`src/hdl/bagtbl_pkg.sv`:
```
// bagtbl_pkg: shared types and constants for the bag table with search
// command and error codes, controller states and the cell control struct
// no dependencies
package bagtbl_pkg;

  localparam int unsigned CapacityDef = 64;
  localparam int unsigned ValueW      = 64;
  localparam int unsigned CmdW        = 3;
  localparam int unsigned CountW      = 7;
  localparam int unsigned ErrW        = 2;

  typedef enum logic [CmdW-1:0] {
    CMD_ADD    = 3'd0,
    CMD_POP    = 3'd1,
    CMD_REMOVE = 3'd2,
    CMD_CLEAR  = 3'd3,
    CMD_QUERY  = 3'd4
  } cmd_e;

  typedef enum logic [ErrW-1:0] {
    ERR_OK    = 2'd0,
    ERR_EMPTY = 2'd1,
    ERR_FULL  = 2'd2
  } err_e;

  typedef enum logic [1:0] {
    ST_IDLE,
    ST_EXEC,
    ST_SCAN,
    ST_FINISH
  } state_e;

  // control broadcast from the controller to every cell
  typedef struct packed {
    logic start;  // launch the search token into the first cell
    logic kill;   // drop every token in the chain
    logic shr;    // push: every entry moves one cell up, key enters cell 0
    logic shl;    // pull: every entry moves one cell down
    logic rmv;    // with shl: the target cell takes the old cell 0 entry
  } cell_ctl_t;

endpackage

```
`src/hdl/bagtbl_cell.sv`:
```
// bagtbl_cell: one storage cell of the bag chain
// holds one entry and one search token, shifts both to its neighbours
// depends on bagtbl_pkg
module bagtbl_cell import bagtbl_pkg::*; #(
  parameter int unsigned IdxW    = 6,
  parameter int unsigned CellIdx = 0
) (
  input  logic              clk_i,
  input  logic              rst_ni,
  input  cell_ctl_t         ctl_i,
  input  logic [IdxW-1:0]   target_i,
  input  logic [ValueW-1:0] key_i,
  input  logic [ValueW-1:0] last_i,
  input  logic [ValueW-1:0] lower_i,
  input  logic [ValueW-1:0] upper_i,
  input  logic              token_i,
  output logic              token_o,
  output logic [ValueW-1:0] entry_o,
  output logic              hit_o
);

  logic [ValueW-1:0] entry_q, entry_d;
  logic              token_q, token_d;
  logic              is_target;

  assign is_target = (target_i == IdxW'(CellIdx));

  always_comb begin
    entry_d = entry_q;
    if (ctl_i.shr) begin
      entry_d = lower_i;
    end else if (ctl_i.shl) begin
      entry_d = (ctl_i.rmv && is_target) ? last_i : upper_i;
    end
  end

  assign token_d = ctl_i.kill ? 1'b0 : token_i;

  always_ff @(posedge clk_i) begin
    entry_q <= entry_d;
  end

  always_ff @(posedge clk_i or negedge rst_ni) begin
    if (!rst_ni) begin
      token_q <= 1'b0;
    end else begin
      token_q <= token_d;
    end
  end

  assign token_o = token_q;
  assign entry_o = entry_q;
  assign hit_o   = token_q && (entry_q == key_i);

endmodule

```
`config.mk`:
```
export PLATFORM = sky130hd
export DESIGN_NAME = bagtbl_cell
export DESIGN_NICKNAME = d
export VERILOG_FILES = /design/src/hdl/bagtbl_pkg.sv /design/src/hdl/bagtbl_cell.sv
export SDC_FILE = /design/constraint.sdc
export NUM_CORES = 1
export LEC_CHECK = 0
export BUFFER_PORTS_ARGS = -buffer_cell sky130_fd_sc_hd__buf_4
export CORE_AREA = 5 5 126 128
export CTS_BUF_LIST = sky130_fd_sc_hd__clkbuf_16
export DETAILED_ROUTE_END_ITERATION = 7
export DIE_AREA = 0 0 131 133
export PLACE_DENSITY = 0.69
export SYNTH_ARGS = -nofsm -noshare
export SYNTH_HDL_FRONTEND = slang
export SYNTH_SLANG_ARGS = --single-unit
```
`constraint.sdc`:
```
create_clock -name clk_i -period 1.7 [get_ports clk_i]
set_clock_uncertainty 0.05 [all_clocks]
set_input_delay 0.34 -clock clk_i [delete_from_list [all_inputs] [get_ports clk_i]]
set_output_delay 0.34 -clock clk_i [all_outputs]
set_load 0.02 [all_outputs]
```
==> results.md <==
- Mean post-synth cell area: 10.55 sq um
- Synthesized instance count: 386
- Die area: 0.01742 sq mm
- Layout cells sized above 1: 0.5341
- Root Buffer: clkbuf_16
- Distinct cell type count after synthesis: 30
- Post-synthesis mux area share: 0.1573
- # DRC: 0
- GPL Wtd Cong: 0.8260
- Vias in the first global route: 4388
- Worst-Margin Slew: 0.9402 ns
- Antenna cells: 0
- Rel. slew slack: 0.3732
- Total internal power: 3.901 mW
- P per Cell Area: 722.3 mW/mm^2
- Height of the die: 133 um
- DP Worst Slack: -0.6021 ns
- Number of synthesized flops with an enable pin: 64
- Vias per cell: 4.424
- Die W: 131 um
- CTS buffer count: 9
- Number of setup buffers added after CTS: 0
- Number of routed nets with antenna violations: 0
- Fmax: 400.9 MHz
- Core area: 0.01475 sq mm
- Yosys warnings: 0
- Switching Fraction: 0.2831
- Fin util: 0.5107
- Final setup TNS: -0.7942 ns
- Setup ws final: -0.7942 ns
- Min-Delay Path Class: input pin to flop
- Clock share of power: 0.296
- Max clock buf depth: 2
- Largest family of logic cells by synthesized area: multiplexers
- Adder-Cell Fraction of Synth Area: 0
- Vias: 4269
- Min-delay src: ctl_i[3]
- Crit path required time: 1.31 ns
- Comb power frac: 0.316
- Syn_nets: 656
- Max FO, Critical Path: 2
- Post-synth ARST share: 0.01538
- Synth-to-Final Area Change: 85.03%
- WHS Endpoint: token_o
- Starting density of the core: 0.2760
- Fin. Hold Viols: 0
- Final min period: 2.494 ns
- Crit path DAT: 2.10 ns
- Placed Cells: 948
- TritonCTS clock tree: done
- Max-Cap Viols: 0
- Worst setup SP type: flop
- Post-synthesis simple-gate area fraction: 0.1060
- Largest net degree at the start of global routing: 73
- Register share of total power: 0.389
- Routed len/inst: 17.50 um
- Synthesized flop and latch total: 65
- Worst vdd ir: 395.9 uV
- First-pass GRT wire length: 23.63 mm
- Port bufs: 334
- IO Count: 336
- Top cell type's share of synthesized area: 0.4720
- NumNets Final: 1042
- Crit. End Element: output pin
- Drt total wl: 16.89 mm
- Kind of critical path: flop to output pin
- Sequential-to-total area share from yosys stat: 0.4782
- Clock Sinks: 65
- Violated checks: negative setup slack
- Compound-Gate Fraction of Synth Area: 0.1066
- Reg clk slew, reported paths: 0.05 ns
- Net switching power figure: 1.541 mW
- H-tree depth: 3
- Setup violators final: 1
- Post-Layout Cell Count: 965
- DRT iter0 DRCs: 122
- GRT Total Usage: 0.1834
- Synth Cell Area: 0.004071 sq mm
- RSZ-0062 raised after global routing: yes
- Ranking of synthesized cells by area: edfxtp_1, mux2i_1, o21ai_1, nand2_1, xnor2_1
- Grt total ovfl: 0
- Initial antenna violation count: 0
- Drt pass-1 iters: 4
- Area leader, netlist: edfxtp_1
- Final worst-path cycle share: 1.467
- Num rows: 45
- Hold Path Depth: 2
- Slew Limit Fails: 0
- Ys flop type: edfxtp_1
- Outcome: finished with violations
- Post-Synth XOR/XNOR Area: 0.1054
- Leakage: 3.934 nW
- HPWL after DPL: 14.19 mm
[metrics by stage]
stage,instance area (sq um),total power [mW],hold slack [ns]
after global placement,7217,3.854,0.06906
after global routing,7533,5.708,0.1005
after CTS,7502,5.508,0.1016
after detailed placement,7217,3.871,0.07181
final,7533,5.441,0.1192
after floorplan,4084,2.740,-0.005591
[synth_stat cells, types with 2 or more instances]
master / number
edfxtp_1: 64
mux2i_1: 64
nand2_1: 64
o21ai_1: 60
xnor2_1: 26
xor2_1: 23
inv_1: 16
clkbuf_1: 13
nand4_1: 9
buf_6: 6
nor4_1: 6
o22ai_1: 5
a221oi_1: 4
o21ai_0: 4
o2bb2ai_1: 4
nor2_1: 3
nand3_1: 2
[placed cells by master, fill, tap and decap left out, types with 5 or more instances in the layout]
cell       instances
buf_4            391
clkbuf_16          9
edfxtp_1          64
inv_1             23
mux2i_1           62
nand2_1           64
nand4_1            9
o21ai_1           60
o22ai_1            5
xnor2_1           24
xor2_1            23
[per-layer routing]
layer | GRT usage | up-vias | routed length, um
met2 | 0.3267 | 171 | 8799
li1 | - | 2167 | -
met4 | 0.04857 | 0 | 193
met3 | 0.04643 | 13 | 1332
met1 | 0.2159 | 1918 | 6566
met5 | 0 | - | 0
[power by group through the flow]
stage	logic (mW)	registers, mW	clock network (mW)
after floorplan	0.401	2.34	0
after global placement	1.71	2.14	0
after detailed placement	1.72	2.15	0
after CTS	1.74	2.12	1.65
after global routing	1.85	2.14	1.72
final	1.72	2.11	1.61
[how the worst max path moves through the flow]
stage	depth (start not counted)	to	start
finish	6	hit_o	entry_o[58]
global route	6	hit_o	entry_o[58]
CTS	6	hit_o	entry_o[2]
detailed placement	8	hit_o	key_i[52]
global placement	8	hit_o	key_i[52]
floorplan	5	hit_o	entry_o[44]
[critical path, stage by stage, from the launching register on]
cell and delay, ns:
edfxtp_1 0.40, xor2_1 0.17, nor4_2 0.31, and4_4 0.27, nand4_1 0.14, nor4_4 0.29
buf_4 0.20
[cells by family (layout without fill, tap and decap cells)]
kind of cell    count (synthesis)  in the layout
xor+xnor                       49             49
simple gates                   92             92
compound gates                 79             79
flops                          65             65
mux                            64             64
buf+inv                        37            428
[final cells by class]
type                    count  area, sq um
multi-input cells         284         2014
flip-flops and latches     65         1947
repair buffers            396         3025
clock inverters             7        26.28
clock buffers               9        225.2
well taps                 188        235.2
fillers                  1413         7218
inverters                  16        60.06
[sequential cells by signal (all words and copies together) (netlist names)]
register	cells
entry_o	64
token_o	1
[repair_timing]
item | CTS | global route
gates resized for setup | 4 | 5
endpoints found under the setup margin | 1 | 6
hold buffers | 1 | 0
pin swaps | 1 | 0
hold endpoints to repair | 1 | 0
No activity file was read; power rests on OpenSTA's default activity.
